## config.mk

```make
export PLATFORM = sky130hd
export DESIGN_NAME = integer_to_radix_ascii_flat
export DESIGN_NICKNAME = d
export VERILOG_FILES = /design/src/hdl/i2ra_pkg.sv /design/src/hdl/i2ra_if.sv /design/src/hdl/i2ra_ram.sv /design/src/hdl/i2ra_ctrl.sv /design/src/hdl/i2ra_dp.sv /design/src/hdl/integer_to_radix_ascii.sv /design/src/flat_wrapper.sv
export SDC_FILE = /design/constraint.sdc
export NUM_CORES = 1
export LEC_CHECK = 0
export BUFFER_PORTS_ARGS = -buffer_cell sky130_fd_sc_hd__clkbuf_2
export CAP_MARGIN = 20
export CORE_MARGIN = 1
export CORE_UTILIZATION = 41
export CTS_CLUSTER_SIZE = 16
export DETAILED_ROUTE_END_ITERATION = 10
export GPL_TIMING_DRIVEN = 1
export RECOVER_POWER = 50
export SETUP_SLACK_MARGIN = 0.02
export SYNTH_ARGS = -nofsm -noshare
export SYNTH_HDL_FRONTEND = slang
export SYNTH_SLANG_ARGS = --single-unit
```

## constraint.sdc

```tcl
create_clock -name clk -period 10.3 [get_ports clk]
set_input_delay 2.06 -clock clk [delete_from_list [all_inputs] [get_ports clk]]
set_output_delay 2.06 -clock clk [all_outputs]
set_load 0.05 [all_outputs]
```

## src/hdl/i2ra_pkg.sv

```systemverilog
// Package of the radix formatter: widths, character codes, types and helpers.
package i2ra_pkg;

    localparam int VALUE_W    = 64;
    localparam int VALUE_BITS = 64;
    localparam int CHAR_BITS  = 8;
    localparam int DIGIT_BITS = 4;
    localparam int MAX_DIGITS = 64;
    localparam int ADDR_BITS  = $clog2(MAX_DIGITS);
    localparam int COUNT_BITS = ADDR_BITS + 1;

    // The decimal divider eats one byte of the working value per cycle.
    localparam int DEC_BITS   = ((VALUE_BITS + 7) / 8) * 8;
    localparam int DEC_STEPS  = DEC_BITS / 8;
    localparam int STEP_BITS  = (DEC_STEPS > 1) ? $clog2(DEC_STEPS) : 1;

    localparam logic [COUNT_BITS-1:0] FULL_BIN = COUNT_BITS'(VALUE_BITS);
    localparam logic [COUNT_BITS-1:0] FULL_OCT = COUNT_BITS'((VALUE_BITS + 2) / 3);
    localparam logic [COUNT_BITS-1:0] FULL_HEX = COUNT_BITS'((VALUE_BITS + 3) / 4);
    localparam logic [COUNT_BITS-1:0] COUNT_CAP = COUNT_BITS'(MAX_DIGITS);

    localparam logic [CHAR_BITS-1:0] CH_B    = 8'd98;
    localparam logic [CHAR_BITS-1:0] CH_O    = 8'd111;
    localparam logic [CHAR_BITS-1:0] CH_D    = 8'd100;
    localparam logic [CHAR_BITS-1:0] CH_X    = 8'd120;
    localparam logic [CHAR_BITS-1:0] CH_0    = 8'd48;
    localparam logic [CHAR_BITS-1:0] CH_NEG  = 8'd45;
    localparam logic [CHAR_BITS-1:0] HEX_GAP = 8'd39;

    typedef enum logic [1:0] {
        BASE_BIN,
        BASE_OCT,
        BASE_DEC,
        BASE_HEX
    } base_t;

    typedef enum logic [2:0] {
        ST_IDLE,
        ST_EXTRACT,
        ST_EMIT_RD,
        ST_EMIT_WR,
        ST_ERROR
    } state_t;

    typedef struct packed {
        logic load;
        logic step;
        logic read;
        logic out_load;
        logic err_load;
    } dp_cmd_t;

    typedef struct packed {
        logic base_ok;
        logic digit_done;
        logic more;
        logic out_free;
        logic emit_last;
    } dp_status_t;

    function automatic logic [CHAR_BITS-1:0] digit_ascii(input logic [DIGIT_BITS-1:0] d);
        logic [CHAR_BITS-1:0] ext;
        ext = CHAR_BITS'(d);
        if (d < 4'd10)
        begin
            return CH_0 + ext;
        end
        return CH_0 + ext + HEX_GAP;
    endfunction

endpackage

```

## src/hdl/i2ra_if.sv

```systemverilog
// Request and result channel interfaces of the radix formatter.
interface i2ra_in_if;
    logic                                   valid;
    logic                                   ready;
    logic signed [i2ra_pkg::VALUE_W-1:0]    value;
    logic [i2ra_pkg::CHAR_BITS-1:0]         base_char;

    modport source (output valid, output value, output base_char, input ready);
    modport sink   (input valid, input value, input base_char, output ready);
endinterface

interface i2ra_out_if;
    logic                           valid;
    logic                           ready;
    logic [i2ra_pkg::CHAR_BITS-1:0] prefix_char;
    logic [i2ra_pkg::CHAR_BITS-1:0] digit_char;
    logic                           last;
    logic                           bad_base;

    modport source (output valid, output prefix_char, output digit_char, output last,
                    output bad_base, input ready);
    modport sink   (input valid, input prefix_char, input digit_char, input last,
                    input bad_base, output ready);
endinterface

```

## src/hdl/i2ra_ram.sv

```systemverilog
// Generic single-write, single-read RAM with registered read data.
module i2ra_ram #(
    parameter int WIDTH = 8,
    parameter int DEPTH = 64
) (
    input  logic                     clk,
    input  logic                     we,
    input  logic [$clog2(DEPTH)-1:0] waddr,
    input  logic [WIDTH-1:0]         wdata,
    input  logic [$clog2(DEPTH)-1:0] raddr,
    output logic [WIDTH-1:0]         rdata
);

    logic [WIDTH-1:0] mem [DEPTH];

    always_ff @(posedge clk)
    begin
        if (we)
        begin
            mem[waddr] <= wdata;
        end
        rdata <= mem[raddr];
    end

endmodule

```

## src/hdl/i2ra_ctrl.sv

```systemverilog
// Controller of the radix formatter: sequences extraction and emission.
module i2ra_ctrl (
    input  logic                  clk,
    input  logic                  rst_n,
    input  logic                  in_valid,
    output logic                  in_ready,
    input  i2ra_pkg::dp_status_t  status,
    output i2ra_pkg::dp_cmd_t     cmd
);

    i2ra_pkg::state_t state_reg;
    i2ra_pkg::state_t state_next;

    always_ff @(posedge clk or negedge rst_n)
    begin
        if (!rst_n)
        begin
            state_reg <= i2ra_pkg::ST_IDLE;
        end
        else
        begin
            state_reg <= state_next;
        end
    end

    always_comb
    begin
        state_next = state_reg;
        cmd        = '0;
        in_ready   = 1'b0;
        case (state_reg)
            i2ra_pkg::ST_IDLE:
            begin
                in_ready = 1'b1;
                if (in_valid)
                begin
                    if (status.base_ok)
                    begin
                        cmd.load   = 1'b1;
                        state_next = i2ra_pkg::ST_EXTRACT;
                    end
                    else
                    begin
                        state_next = i2ra_pkg::ST_ERROR;
                    end
                end
            end
            i2ra_pkg::ST_EXTRACT:
            begin
                cmd.step = 1'b1;
                if (status.digit_done && !status.more)
                begin
                    state_next = i2ra_pkg::ST_EMIT_RD;
                end
            end
            i2ra_pkg::ST_EMIT_RD:
            begin
                cmd.read   = 1'b1;
                state_next = i2ra_pkg::ST_EMIT_WR;
            end
            i2ra_pkg::ST_EMIT_WR:
            begin
                if (status.out_free)
                begin
                    cmd.out_load = 1'b1;
                    state_next   = status.emit_last ? i2ra_pkg::ST_IDLE
                                                    : i2ra_pkg::ST_EMIT_RD;
                end
            end
            i2ra_pkg::ST_ERROR:
            begin
                if (status.out_free)
                begin
                    cmd.err_load = 1'b1;
                    state_next   = i2ra_pkg::ST_IDLE;
                end
            end
            default:
            begin
                state_next = i2ra_pkg::ST_IDLE;
            end
        endcase
    end

endmodule

```

## src/hdl/i2ra_dp.sv

```systemverilog
// Datapath of the radix formatter: digit extraction, digit store and result register.
module i2ra_dp (
    input  logic                                 clk,
    input  logic                                 rst_n,
    input  logic signed [i2ra_pkg::VALUE_W-1:0]  value,
    input  logic [i2ra_pkg::CHAR_BITS-1:0]       base_char,
    input  i2ra_pkg::dp_cmd_t                    cmd,
    output i2ra_pkg::dp_status_t                 status,
    input  logic                                 out_ready,
    output logic                                 out_valid,
    output logic [i2ra_pkg::CHAR_BITS-1:0]       prefix_char,
    output logic [i2ra_pkg::CHAR_BITS-1:0]       digit_char,
    output logic                                 last,
    output logic                                 bad_base
);

    localparam int DB = i2ra_pkg::DEC_BITS;
    localparam int VB = i2ra_pkg::VALUE_BITS;
    localparam int CB = i2ra_pkg::COUNT_BITS;
    localparam int AB = i2ra_pkg::ADDR_BITS;
    localparam int GB = i2ra_pkg::DIGIT_BITS;
    localparam int SB = i2ra_pkg::STEP_BITS;
    localparam logic [SB-1:0] LAST_STEP = SB'(i2ra_pkg::DEC_STEPS - 1);

    // Working registers.
    logic [DB-1:0]                   work_reg;
    logic [GB-1:0]                   rem_reg;
    logic [SB-1:0]                   sub_reg;
    logic [CB-1:0]                   count_reg;
    logic                            neg_reg;
    i2ra_pkg::base_t                 base_reg;
    logic [i2ra_pkg::CHAR_BITS-1:0]  prefix_reg;

    // Result register.
    logic                            out_valid_reg;
    logic [i2ra_pkg::CHAR_BITS-1:0]  out_prefix_reg;
    logic [i2ra_pkg::CHAR_BITS-1:0]  out_digit_reg;
    logic                            out_last_reg;
    logic                            out_bad_reg;

    // Input decode.
    logic                            base_ok;
    i2ra_pkg::base_t                 base_kind;
    logic [VB-1:0]                   raw;
    logic [VB-1:0]                   mag;
    logic                            neg_in;
    logic                            dec_neg;

    // Extraction step.
    logic [7:0]                      qbyte;
    logic [GB-1:0]                   dec_rem;
    logic [DB-1:0]                   dec_work_next;
    logic [GB-1:0]                   pw_digit;
    logic [DB-1:0]                   pw_work_next;
    logic [CB-1:0]                   full;
    logic                            is_dec;
    logic                            digit_done;
    logic [DB-1:0]                   work_next;
    logic [GB-1:0]                   wr_digit;
    logic [CB-1:0]                   count_inc;
    logic [CB-1:0]                   count_dec;
    logic                            more;
    logic [AB-1:0]                   rd_addr;
    logic [GB-1:0]                   rd_digit;

    always_comb
    begin
        base_ok   = 1'b1;
        base_kind = i2ra_pkg::BASE_DEC;
        case (base_char)
            i2ra_pkg::CH_B: base_kind = i2ra_pkg::BASE_BIN;
            i2ra_pkg::CH_O: base_kind = i2ra_pkg::BASE_OCT;
            i2ra_pkg::CH_D: base_kind = i2ra_pkg::BASE_DEC;
            i2ra_pkg::CH_X: base_kind = i2ra_pkg::BASE_HEX;
            default:        base_ok   = 1'b0;
        endcase
    end

    assign raw     = value[VB-1:0];
    assign neg_in  = raw[VB-1];
    assign mag     = ~raw + 1'b1;
    assign dec_neg = neg_in && (base_kind == i2ra_pkg::BASE_DEC);

    // Restoring division by ten, eight quotient bits per cycle; the remainder
    // carries from one byte to the next and is the digit after the last byte.
    always_comb
    begin
        logic [GB-1:0] r;
        logic [GB:0]   t;
        r     = rem_reg;
        qbyte = '0;
        for (int i = 0; i < 8; i++)
        begin
            t = {r, work_reg[DB-1-i]};
            if (t >= 5'd10)
            begin
                qbyte[7-i] = 1'b1;
                r          = GB'(t - 5'd10);
            end
            else
            begin
                r = t[GB-1:0];
            end
        end
        dec_rem       = r;
        dec_work_next = (work_reg << 8) | DB'(qbyte);
    end

    always_comb
    begin
        case (base_reg)
            i2ra_pkg::BASE_BIN:
            begin
                pw_digit     = GB'(work_reg[0]);
                pw_work_next = work_reg >> 1;
                full         = i2ra_pkg::FULL_BIN;
            end
            i2ra_pkg::BASE_OCT:
            begin
                pw_digit     = GB'(work_reg[2:0]);
                pw_work_next = work_reg >> 3;
                full         = i2ra_pkg::FULL_OCT;
            end
            default:
            begin
                pw_digit     = work_reg[3:0];
                pw_work_next = work_reg >> 4;
                full         = i2ra_pkg::FULL_HEX;
            end
        endcase
    end

    assign is_dec     = (base_reg == i2ra_pkg::BASE_DEC);
    assign digit_done = is_dec ? (sub_reg == LAST_STEP) : 1'b1;
    assign work_next  = is_dec ? dec_work_next : pw_work_next;
    assign wr_digit   = is_dec ? dec_rem : pw_digit;
    assign count_inc  = count_reg + 1'b1;
    assign count_dec  = count_reg - 1'b1;

    // A negative value in a power-of-two base keeps every digit of its width.
    assign more = (count_inc < i2ra_pkg::COUNT_CAP) &&
                  ((!is_dec && neg_reg) ? (count_inc < full) : (work_next != '0));

    // Outside the read cycle the address stays on the digit being shown, so a
    // stalled result keeps reading the same entry.
    assign rd_addr = cmd.read ? count_dec[AB-1:0] : count_reg[AB-1:0];

    i2ra_ram #(
        .WIDTH (GB),
        .DEPTH (i2ra_pkg::MAX_DIGITS)
    ) u_store (
        .clk   (clk),
        .we    (cmd.step && digit_done),
        .waddr (count_reg[AB-1:0]),
        .wdata (wr_digit),
        .raddr (rd_addr),
        .rdata (rd_digit)
    );

    always_ff @(posedge clk or negedge rst_n)
    begin
        if (!rst_n)
        begin
            count_reg     <= '0;
            sub_reg       <= '0;
            out_valid_reg <= 1'b0;
        end
        else
        begin
            if (cmd.load)
            begin
                count_reg <= '0;
                sub_reg   <= '0;
            end
            else if (cmd.step)
            begin
                if (digit_done)
                begin
                    count_reg <= count_inc;
                    sub_reg   <= '0;
                end
                else
                begin
                    sub_reg <= sub_reg + 1'b1;
                end
            end
            else if (cmd.read)
            begin
                count_reg <= count_dec;
            end

            if (cmd.out_load || cmd.err_load)
            begin
                out_valid_reg <= 1'b1;
            end
            else if (out_ready)
            begin
                out_valid_reg <= 1'b0;
            end
        end
    end

    always_ff @(posedge clk)
    begin
        if (cmd.load)
        begin
            work_reg   <= DB'(dec_neg ? mag : raw);
            rem_reg    <= '0;
            neg_reg    <= neg_in;
            base_reg   <= base_kind;
            prefix_reg <= dec_neg ? i2ra_pkg::CH_NEG : base_char;
        end
        else if (cmd.step)
        begin
            work_reg <= work_next;
            rem_reg  <= digit_done ? '0 : dec_rem;
        end

        if (cmd.out_load)
        begin
            out_prefix_reg <= prefix_reg;
            out_digit_reg  <= i2ra_pkg::digit_ascii(rd_digit);
            out_last_reg   <= (count_reg == '0);
            out_bad_reg    <= 1'b0;
        end
        else if (cmd.err_load)
        begin
            out_prefix_reg <= '0;
            out_digit_reg  <= '0;
            out_last_reg   <= 1'b1;
            out_bad_reg    <= 1'b1;
        end
    end

    assign status.base_ok    = base_ok;
    assign status.digit_done = digit_done;
    assign status.more       = more;
    assign status.out_free   = !out_valid_reg || out_ready;
    assign status.emit_last  = (count_reg == '0);

    assign out_valid   = out_valid_reg;
    assign prefix_char = out_prefix_reg;
    assign digit_char  = out_digit_reg;
    assign last        = out_last_reg;
    assign bad_base    = out_bad_reg;

endmodule

```

## src/hdl/integer_to_radix_ascii.sv

```systemverilog
// Top level of the radix formatter: controller, datapath and channel hookup.
//
//   channel  role    payload
//   din      sink    value (64, signed), base_char (8)
//   dout     source  prefix_char (8), digit_char (8), last (1), bad_base (1)
//
// A request is taken, then digits are extracted least significant first: each
// extraction step gives a digit in binary, octal and hex, while in decimal the
// divide-by-ten unit handles one byte a cycle, a digit after the last byte (up
// to 19 digits). Each digit then leaves through the digit store read port and
// the result register. A bad base gives one result with no extraction. Reset
// clears the control state, the digit counters and the result valid flag only;
// a stalled result register holds emission at that point.
module integer_to_radix_ascii (
    input  logic        clk,
    input  logic        rst_n,
    i2ra_in_if.sink     din,
    i2ra_out_if.source  dout
);

    i2ra_pkg::dp_cmd_t    cmd;
    i2ra_pkg::dp_status_t status;

    i2ra_ctrl u_ctrl (
        .clk      (clk),
        .rst_n    (rst_n),
        .in_valid (din.valid),
        .in_ready (din.ready),
        .status   (status),
        .cmd      (cmd)
    );

    i2ra_dp u_dp (
        .clk         (clk),
        .rst_n       (rst_n),
        .value       (din.value),
        .base_char   (din.base_char),
        .cmd         (cmd),
        .status      (status),
        .out_ready   (dout.ready),
        .out_valid   (dout.valid),
        .prefix_char (dout.prefix_char),
        .digit_char  (dout.digit_char),
        .last        (dout.last),
        .bad_base    (dout.bad_base)
    );

endmodule

```

## src/flat_wrapper.sv

```systemverilog
// flat-port wrapper written by rule: the top's interface ports become plain ports
module integer_to_radix_ascii_flat 
  (clk, rst_n, din_valid, din_value, din_base_char, din_ready, dout_valid, dout_prefix_char, dout_digit_char, dout_last, dout_bad_base, dout_ready);
  i2ra_in_if din_i ();
  i2ra_out_if dout_i ();
  input  logic clk;
  input  logic rst_n;
  input wire logic [$bits(din_i.valid)-1:0] din_valid;
  input wire logic [$bits(din_i.value)-1:0] din_value;
  input wire logic [$bits(din_i.base_char)-1:0] din_base_char;
  output wire logic [$bits(din_i.ready)-1:0] din_ready;
  output wire logic [$bits(dout_i.valid)-1:0] dout_valid;
  output wire logic [$bits(dout_i.prefix_char)-1:0] dout_prefix_char;
  output wire logic [$bits(dout_i.digit_char)-1:0] dout_digit_char;
  output wire logic [$bits(dout_i.last)-1:0] dout_last;
  output wire logic [$bits(dout_i.bad_base)-1:0] dout_bad_base;
  input wire logic [$bits(dout_i.ready)-1:0] dout_ready;
  assign din_i.valid = din_valid;
  assign din_i.value = din_value;
  assign din_i.base_char = din_base_char;
  assign din_ready = din_i.ready;
  assign dout_valid = dout_i.valid;
  assign dout_prefix_char = dout_i.prefix_char;
  assign dout_digit_char = dout_i.digit_char;
  assign dout_last = dout_i.last;
  assign dout_bad_base = dout_i.bad_base;
  assign dout_i.ready = dout_ready;
  integer_to_radix_ascii u_core (.clk(clk), .rst_n(rst_n), .din(din_i), .dout(dout_i));
endmodule
```

# [After elaboration in Yosys (flattened, before gate mapping)]
# Memories as Yosys holds them, arrays and structs flattened. A register that Yosys moved wholly into a read port is not among the register bits.
# Cells that the tools add are included.
[word_totals] ff_bits=111 n_memories=1 input_bits=76 out_inout_bits=20 ramBits=256
[memory_table] name="u_core.u_dp.u_store.mem" words=64 word_bits=4 rd=1 rd_clocked_by_memory_dff=1 wr=1 line_no="i2ra_ram.sv:14" text="logic [WIDTH-1:0] mem [DEPTH];"
[op_classes] bitwise=2 n_reduce_logical=21 order_cmp=11 mux=66 add_sub_neg=14 eq_ne=17
[op_table] cell="$mux W64" n=4
[op_table] cell="$pmux W63 S2" n=1
[op_table] cell="$add A64 B1 Y64 const B" n=1
[op_table] cell="$not A64 Y64" n=1
[op_table] cell="$or A64 B8 Y64" n=1
[op_table] cell="$reduce_bool A64 Y1" n=1
[op_table] cell="$ge A5 B4 Y1 const B" n=8
[op_table] cell="$mux W4" n=10
[op_table] cell="$mux W8" n=5
[op_table] cell="$eq A8 B7 Y1 const B" n=4
[op_table] cell="$sub A4 B4 Y4 const B" n=8
[op_table] cell="$mux W1" n=28
[op_table] cell="$mux W7" n=4
[op_table] cell="$mux W3" n=8
[op_table] cell="$pmux W3 S5" n=1
[op_table] cell="$pmux W7 S2" n=1
[op_table] cell="$add A7 B6 Y8 const B" n=1
[op_table] cell="$pmux W4 S2" n=1
[op_table] cell="$add A6 B4 Y7 const A" n=1
[op_table] cell="$add A7 B1 Y7 const B" n=1
[op_table] cell="$logic_not A7 Y1" n=1
[op_table] cell="$lt A7 B7 Y1" n=1
[op_table] cell="$lt A7 B7 Y1 const B" n=1
[op_table] cell="$sub A7 B1 Y7 const B" n=1
[op_table] cell="23 further kinds" n=37

# [Depth between registers and ports, before layout]
# Gate-level depths: netlist of run 1.
[depth] word_depth=25 depth_mapped=49 ltp_nobuf=45

# [Cells and area by module]
# From an unflattened synthesis of run 1, not the netlist that was laid out.
[hier_totals] hier_cells=1474 hier_area_um2=19601.3
[modules_own_cells] module="i2ra_ram" n_inst=1 area_each_um2=10407.5 cells_each=521 seq_area_each_um2=7767.4
[modules_own_cells] module="i2ra_dp" n_inst=1 area_each_um2=8988.6 cells_each=931 seq_area_each_um2=3108.0
[modules_own_cells] module="i2ra_ctrl" n_inst=1 area_each_um2=205.2 cells_each=22 seq_area_each_um2=75.1

# [Worst setup path before layout of run 1]
# No wires, ideal clock.
[synth_timing] path_type="register -> register" from="register u_core.u_dp.rem_reg[0]" to="memory u_core.u_dp.u_store.mem[0][2] (netlist name), data pin" stages_incl_launch_ff=47 path_slack_ns=-0.254 arrival_time_ns=10.036 synth_period_minus_slack_ns=10.554 path_cell_list="dfxtp_1 > buf_4 > inv_1 > ha_1 > o21ai_0 > a211oi_1 > nor2_1 > ha_1 > o31ai_4 > nand2_1 > and2_1 > ha_1 > or3_1 > a221oi_1 > a21o_1 > o21ai_0 > and3_1 > inv_2 > [11 not listed] > o211ai_2 > ha_1 > buf_1 > a211oi_1 > o21ai_0 > o21ai_1 > inv_1 > ha_1 > clkbuf_1 > nor4_1 > nor4_1 > nand2_1 > o21ai_0 > ha_1 > inv_1 > a211oi_1 > a311o_1 > o21ai_1"
[synth_via] elab_chain_cells=17 word_cells_on_any_way=25 classes_between="add/sub (8); order compare (8); mux (9)"
[synth_lines] item="start, declared" line_no="i2ra_dp.sv:27" text="logic [GB-1:0] rem_reg;"
[synth_lines] item="start signal, assigned" line_no="i2ra_dp.sv:216" text="rem_reg <= digit_done ? '0 : dec_rem;"
[synth_lines] item="$sub A4 B4 Y4 / $ge A5 B4 Y1 (equally long branches)" line_no="i2ra_dp.sv:98, i2ra_dp.sv:95"
[synth_lines] item="$mux W4 (*)" line_no="i2ra_dp.sv:95" text="if (t >= 5'd10)"
[synth_lines] item="$sub A4 B4 Y4 / $ge A5 B4 Y1 (equally long branches)" line_no="i2ra_dp.sv:98, i2ra_dp.sv:95"
[synth_lines] item="$mux W4 (*)" line_no="i2ra_dp.sv:95"
[synth_lines] item="$sub A4 B4 Y4 / $ge A5 B4 Y1 (equally long branches)" line_no="i2ra_dp.sv:98, i2ra_dp.sv:95"
[synth_lines] item="$mux W4 (*)" line_no="i2ra_dp.sv:95"
[synth_lines] item="$ge A5 B4 Y1 / $sub A4 B4 Y4 (equally long branches)" line_no="i2ra_dp.sv:95, i2ra_dp.sv:98"
[synth_lines] item="$mux W4 (*)" line_no="i2ra_dp.sv:95"
[synth_lines] item="[2 not listed]"
[synth_lines] item="$sub A4 B4 Y4 / $ge A5 B4 Y1 (equally long branches)" line_no="i2ra_dp.sv:98, i2ra_dp.sv:95"
[synth_lines] item="$mux W4 (*)" line_no="i2ra_dp.sv:95"
[synth_lines] item="$ge A5 B4 Y1 / $sub A4 B4 Y4 (equally long branches)" line_no="i2ra_dp.sv:95, i2ra_dp.sv:98"
[synth_lines] item="$mux W4 (*)" line_no="i2ra_dp.sv:95"
[synth_lines] item="$sub A4 B4 Y4 / $ge A5 B4 Y1 (equally long branches)" line_no="i2ra_dp.sv:98, i2ra_dp.sv:95"
[synth_lines] item="$mux W4 (*)" line_no="i2ra_dp.sv:95"
[synth_lines] item="$mux W4 (*)" line_no="i2ra_dp.sv:136" text="assign wr_digit = is_dec ? dec_rem : pw_digit;"
[synth_lines] item="via u_core.u_dp.u_store.wdata[2]" line_no="i2ra_ram.sv:9" text="input logic [WIDTH-1:0] wdata,"
[synth_lines] item="end, declared" line_no="i2ra_ram.sv:14"
# Mark *: on every way through the listed nets, which the timed path passes. The rest lies on a longest branch.

# [Worst setup path after layout of run 1]
[layout_timing] from="register u_core.u_dp.rem_reg[0]" to="memory u_core.u_dp.u_store.mem[60][1] (netlist name), data pin"
# The elaborated chain is that of the path after synthesis.

==> results of run 1 <==
==> layout by cell type, fill, tap and decap left out, types with 8 or more instances in the layout <==
cell,n
nor3_1,28
nor4_1,27
mux4_2,136
nand2b_1,19
nor2_1,182
clkbuf_16,42
xor2_1,52
xnor2_1,22
or4_1,11
o21ai_0,61
a31oi_1,10
buf_4,20
nand3_1,23
and2_1,13
a211oi_1,8
or3_1,15
clkbuf_2,71
ha_1,12
mux2i_1,9
nand2_1,89
edfxtp_1,347
clkinv_1,9
clkbuf_1,41
inv_1,30
dfxtp_1,8
o31ai_1,18
a21oi_1,102
dfrtp_1,14
==> routing by layer <==
metal | up-vias | wire length (um) | track usage
met5 | - | 9 | 0
met4 | 2 | 1020 | 0.0556
met3 | 60 | 2900 | 0.0327
met2 | 404 | 24500 | 0.342
met1 | 6342 | 19400 | 0.261
li1 | 5884 | - | -
==> what timing repair did <==
item | CTS | global route
pin swaps | 0 | 3
buffers inserted | 0 | 6
setup endpoints to repair | 64 | 198
resized for setup | 3 | 14
==> metrics by stage <==
step	total power, mW	hold WS (ns)	worst slack [ns]	setup TNS [ns]
after floorplan	5.46	0.466	0.426	0
after global placement	6.60	0.464	0.320	0
after detailed placement	6.68	0.481	-0.100	-6.15
after CTS	8.08	0.496	0.0367	0
after global routing	8.63	0.528	0.0182	0
final	8.16	0.498	0.694	0
==> cell type report <==
cell class / instances / area [um^2]
Antenna cell: 1 / 2.50
Clock buffer: 56 / 1110
Clock inverter: 17 / 105
Fill cell: 4152 / 24800
Inverter: 33 / 124
Multi-Input combinational cell: 975 / 8120
Sequential cell: 370 / 11000
Tap cell: 607 / 759
Timing Repair Buffer: 122 / 671
==> power by group <==
part	internal, mW	switching, mW	total, mW
logic	1.80	2.56	4.36
clock network	0.760	0.591	1.35
registers	2.26	0.200	2.46
==> cell usage after synthesis, types with 8 or more instances <==
| cell | n |
|---|---|
| edfxtp_1 | 347 |
| nor2_1 | 182 |
| mux4_2 | 136 |
| a21oi_1 | 105 |
| nand2_1 | 89 |
| clkbuf_1 | 68 |
| o21ai_0 | 61 |
| xor2_1 | 53 |
| inv_1 | 31 |
| nor4_1 | 29 |
| nor3_1 | 28 |
| nand3_1 | 23 |
| xnor2_1 | 23 |
| nand2b_1 | 19 |
| ha_1 | 18 |
| o31ai_1 | 18 |
| and2_1 | 16 |
| or3_1 | 15 |
| dfrtp_1 | 14 |
| or4_1 | 11 |
| a31oi_1 | 10 |
| a211oi_1 | 9 |
| dfxtp_1 | 9 |
| mux2i_1 | 9 |
| buf_1 | 8 |
==> logic make-up after synthesis <==
kind of cell	after synthesis	share of synthesized area
simple gates	452	0.111
flops	370	0.564
compound gates	280	0.0909
mux	148	0.164
buf+inv	115	0.0235
xor+xnor	76	0.0343
fa+ha+maj	18	0.0116
other cells	1	0.000193
==> final timing paths <==
path	startpoint	endpoint	cells after the start
max	u_core.u_dp.rem_reg[0]$_SDFFE_PP0P_	u_core.u_dp.u_store.mem[60][1]$_DFFE_PP_	47
min	u_core.u_dp.bad_base$_SDFFE_PP0P_	u_core.u_dp.bad_base$_SDFFE_PP0P_	2
min reg2reg	u_core.u_dp.bad_base$_SDFFE_PP0P_	u_core.u_dp.bad_base$_SDFFE_PP0P_	2
max reg2reg	u_core.u_dp.rem_reg[0]$_SDFFE_PP0P_	u_core.u_dp.u_store.mem[60][1]$_DFFE_PP_	47
min in group asynchronous	rst_n	u_core.u_dp.sub_reg[2]$_DFFE_PN0P_	1
max in group asynchronous	rst_n	u_core.u_dp.out_valid$_DFFE_PN0P_	1
==> worst max-delay path: cells and delay by family (launching register included) <==
kind,cells,cell delay (ns)
compound gates,17,2.98
xor+xnor,1,0.15
fa+ha+maj,8,1.99
buf+inv,5,0.67
flops,1,0.36
mux,1,0.22
simple gates,15,2.86
==> impl_metrics.ini, run 1 <==
[status]
run_status = finished with violations
violations = capacitance limit, slew limit

[worst_setup_path]
cp-start-kind = register
crit_slowest_cell = or3_1
r2r_slack_ns = 0.69
crit_fanout = 64
crit_arrival_ns = 9.85
critPathMaxStageDelay_ns = 0.40
cp-end-kind = register
cp_common_cell = ha_2
cp.required_ns = 10.54
path_class = reg -> reg

[floorplanning]
num_rows = 79
fp.dieH_um = 220
dieArea_mm2 = 0.0482
core_area_mm2 = 0.0467
die_w_um = 220
start_util = 0.416
ios = 96

[routing]
dr.pass1.iters = 7
via_count = 12700
vias_per_cell = 5.82
drc = 0
wire_per_inst_um = 21.9
drt_first_iter_violations = 1025
drt.antenna.violating_nets = 0
drt_wl_total_um = 47800

[clock_tree]
clk_pin_slew_ns = 0.06
htree_levels = 2
cts_buffers = 41
clockBufferDepth = 3
ctsHoldBuffers = 0
cts_tree = built
cts.sinks = 370
clock_latency_ns = 0.57
cts-root-buf = clkbuf_16

[finish]
area_delta_synth_final_pct = 12.6
stdcell_count = 2181
postLayoutCoreUtil = 0.468
nets = 1637
largest_reg_flops = 256
drive_above_1_share = 0.208
fin_area_mm2 = 0.0219

[grt]
grt_pass1_vias = 12400
track_usage = 0.199
antenna_found_initial = 1
grt_pass1_wl_um = 72700
grt_max_degree = 103
grt_overflow = 0

[timing]
worstMarginPinSlew_ns = 1.89
hold_violations = 0
slew-limit-headroom = -0.259
max_freq_mhz = 104
rsz0062_at_grt = no
post-route-period-util = 0.933
period_minus_slack_ns = 9.61
finalSetupViolCount = 0
clock_skew_ns = 0.0399
drv_slew = 127

[synth]
synth_area_per_cell_um2 = 13.3
syn_nets = 1554
synth-edff-count = 347
netlist.area_leader.share = 0.537
ys_seq_elements = 370
ys_seq_area_frac = 0.564
ys_top_cells_by_area = edfxtp_1 54%, mux4_2 16%, nor2_1 3.5%
synthCells = 1460
yosys_most_used_dff = edfxtp_1
async_flop_share = 0.0378
yosys.area.top_type = edfxtp_1
synth_area_mm2 = 0.0194
yosysWarnings = 0
synthDistinctLibCells = 82

[flow_run]
cap_viol_max_count = 3

[power_and_ir_drop]
peakVddDrop_v = 0.000345
p_leak_nw = 7.23
p_per_area_mw_per_mm2 = 374

[placed_design]
portBuffers = 94
globalplace.congestion = 0.854
dp_hpwl_um = 32900
dp.cells = 2101
placed_area_mm2 = 0.0206

[hold_path]
hp-class = reg -> reg
No activity file was read; power rests on OpenSTA's default activity.
==> run 2, diff against run 1 <==
--- a/config.mk
+++ b/config.mk
@@ -15,2 +15,3 @@
 export RECOVER_POWER = 50
+export REMOVE_ABC_BUFFERS = 1
 export SETUP_SLACK_MARGIN = 0.02
--- a/constraint.sdc
+++ b/constraint.sdc
@@ -3,2 +3,2 @@
 set_output_delay 2.06 -clock clk [all_outputs]
-set_load 0.05 [all_outputs]
+set_load 0.02 [all_outputs]
==> run 2 against run 1 <==
The run ends with DRC, capacitance limit, slew limit left. Flip-flop and latch count unchanged. Via count increased by 0.96%. Global-route usage decreased by 0.20 points. Clock skew decreased by 0.026 ns. Critical endpoint is now u_core.u_dp.u_store.mem[48][1]$_DFFE_PP_. Die area unchanged. Power decreased by 1.7%. Cell count about the same. Critical path type unchanged. Critical path depth decreased by 2. Worst hold slack got worse by 0.0060 ns.
==> impl_metrics.ini, run 2 (same netlist as run 1, synthesis figures left out) <==
[grt]
antenna_found_initial = 0
grt_pass1_wl_um = 72500
track_usage = 0.197
grt_pass1_vias = 12300
grt_overflow = 0
grt_max_degree = 109

[routing]
drt_first_iter_violations = 1005
vias_per_cell = 5.88
drc = 2
drt.antenna.violating_nets = 0
via_count = 12800
drt_wl_total_um = 47400
wire_per_inst_um = 21.8
dr.pass1.iters = 8

[worst_setup_path]
cp-start-kind = register
r2r_slack_ns = 0.61
rr_endpoint = u_core.u_dp.u_store.mem[48][1]$_DFFE_PP_
crit_slowest_cell = mux2i_4
crit_fanout = 64
cp-end-kind = register
cp.required_ns = 10.56
crit_arrival_ns = 9.95
reg2regPathDepth = 45
r2r-start = u_core.u_dp.rem_reg[0]$_SDFFE_PP0P_
critPathTopFamily = compound AO/OA/AOI/OAI gates
path_class = reg -> reg
cp.buffers_inverters = 4
critPathMaxStageDelay_ns = 0.41
cp_common_cell = ha_2

[timing]
worst_hold_slack_ns = 0.492
drv_slew = 162
worst_slack_ns = 0.608
period_minus_slack_ns = 9.69
clock_skew_ns = 0.0141
finalSetupViolCount = 0
worstMarginPinSlew_ns = 2.23
rsz0062_at_grt = no
hold_violations = 0
post-route-period-util = 0.941
max_freq_mhz = 103
slew-limit-headroom = -0.485
setup_tns_ns = 0

[floorplanning]
dieArea_mm2 = 0.0482
ios = 96
die_w_um = 220
core_area_mm2 = 0.0467
start_util = 0.416
fp.dieH_um = 220
num_rows = 79

[finish]
layout_commonest_cell = edfxtp_1
largest_reg_flops = 256
fillers = 4111
drive_above_1_share = 0.207
insertedDiodeCount = 0
fin_area_mm2 = 0.0218
area_delta_synth_final_pct = 12.5
final_cell_mix = 347 x edfxtp_1, 182 x nor2_1, 136 x mux4_2, 103 x a21oi_1, 89 x nand2_1
nets = 1637
postLayoutCoreUtil = 0.468
stdcell_count = 2179

[placed_design]
dp_hpwl_um = 33000
pre_cts_ws_ns = -0.143
globalplace.congestion = 0.838
placed_area_mm2 = 0.0206
dp.cells = 2103
portBuffers = 94

[hold_path]
hold_depth = 2
hp-class = reg -> reg
min_from = u_core.u_dp.bad_base$_SDFFE_PP0P_
holdPathEnd = u_core.u_dp.bad_base$_SDFFE_PP0P_

[clock_tree]
ctsHoldBuffers = 0
cts_tree = built
clockBufferDepth = 3
htree_levels = 2
clock_latency_ns = 0.56
cts-root-buf = clkbuf_16
clk_pin_slew_ns = 0.07
cts_buffers = 39
cts.sinks = 370

[flow_run]
cap_viol_max_count = 4

[power_and_ir_drop]
finalPower_mw = 8.02
peakVddDrop_v = 0.000235
p_leak_nw = 7.22
p_per_area_mw_per_mm2 = 368

[status]
run_status = finished with violations
violations = DRC, capacitance limit, slew limit
[run 2: cell count changes in the layout (fill, tap and decap cells not counted), sizes merged]
cell / previous run / this run
clkinvlp: 0 / 2
diode: 1 / 0
clkbuf: 155 / 152
clkinv: 17 / 12
bufinv: 0 / 2
inv: 33 / 35
buf: 23 / 24
[run 2: worst max-delay path by stage]
stage	cells after the start	to	slack (ns)	start
final	45	u_core.u_dp.u_store.mem[48][1]$_DFFE_PP_	0.61	u_core.u_dp.rem_reg[0]$_SDFFE_PP0P_
after floorplan	9	u_core.u_dp.count_reg[1]$_DFFE_PN0P_	-6.97	din_base_char[0]
after CTS	45	u_core.u_dp.u_store.mem[51][1]$_DFFE_PP_	0.11	u_core.u_dp.rem_reg[0]$_SDFFE_PP0P_
after global routing	45	u_core.u_dp.u_store.mem[48][1]$_DFFE_PP_	0.01	u_core.u_dp.rem_reg[0]$_SDFFE_PP0P_
after global placement	45	u_core.u_dp.u_store.mem[45][1]$_DFFE_PP_	0.26	u_core.u_dp.rem_reg[0]$_SDFFE_PP0P_
after detailed placement	45	u_core.u_dp.u_store.mem[34][1]$_DFFE_PP_	-0.14	u_core.u_dp.rem_reg[0]$_SDFFE_PP0P_
[run 2: report_power, final]
| group | total [mW] | internal [mW] | switching (mW) | leakage [nW] |
|---|---|---|---|---|
| registers | 2.46 | 2.26 | 0.200 | 3.43 |
| logic | 4.21 | 1.75 | 2.46 | 3.20 |
| clock network | 1.36 | 0.761 | 0.599 | 0.584 |
| total | 8.02 | 4.77 | 3.26 | 7.22 |
[run 2: routing by layer]
metal  wire length, um  GRT usage  vias up
li1                  -          -     5874
met1             20100      0.264     6476
met2             23600      0.331      395
met3              2560     0.0283       69
met4              1130     0.0639        0
met5                 0          0        -
[run 2: final cells by class]
type / count / area, um^2 / area share
Clock buffer: 52 / 1020 / 0.0470
Timing Repair Buffer: 124 / 669 / 0.0307
Clock inverter: 18 / 190 / 0.00871
Tap cell: 607 / 759 / 0.0348
Inverter: 33 / 124 / 0.00568
Multi-Input combinational cell: 975 / 8110 / 0.371
Sequential cell: 370 / 11000 / 0.502
[run 2: tightest hold or removal path, delay by kind of cell, from the launching register on]
kind             cells  cell delay, ns
AO/OA/AOI/OAI        1            0.07
flip-flops           1            0.33
AND/OR/NAND/NOR      1            0.05
[run 2: repair_timing]
action	in CTS	in global routing
gates cloned	0	0
endpoints found under the setup margin	64	197
gates resized for setup	3	10
setup buffers	0	6
pin swaps	0	2
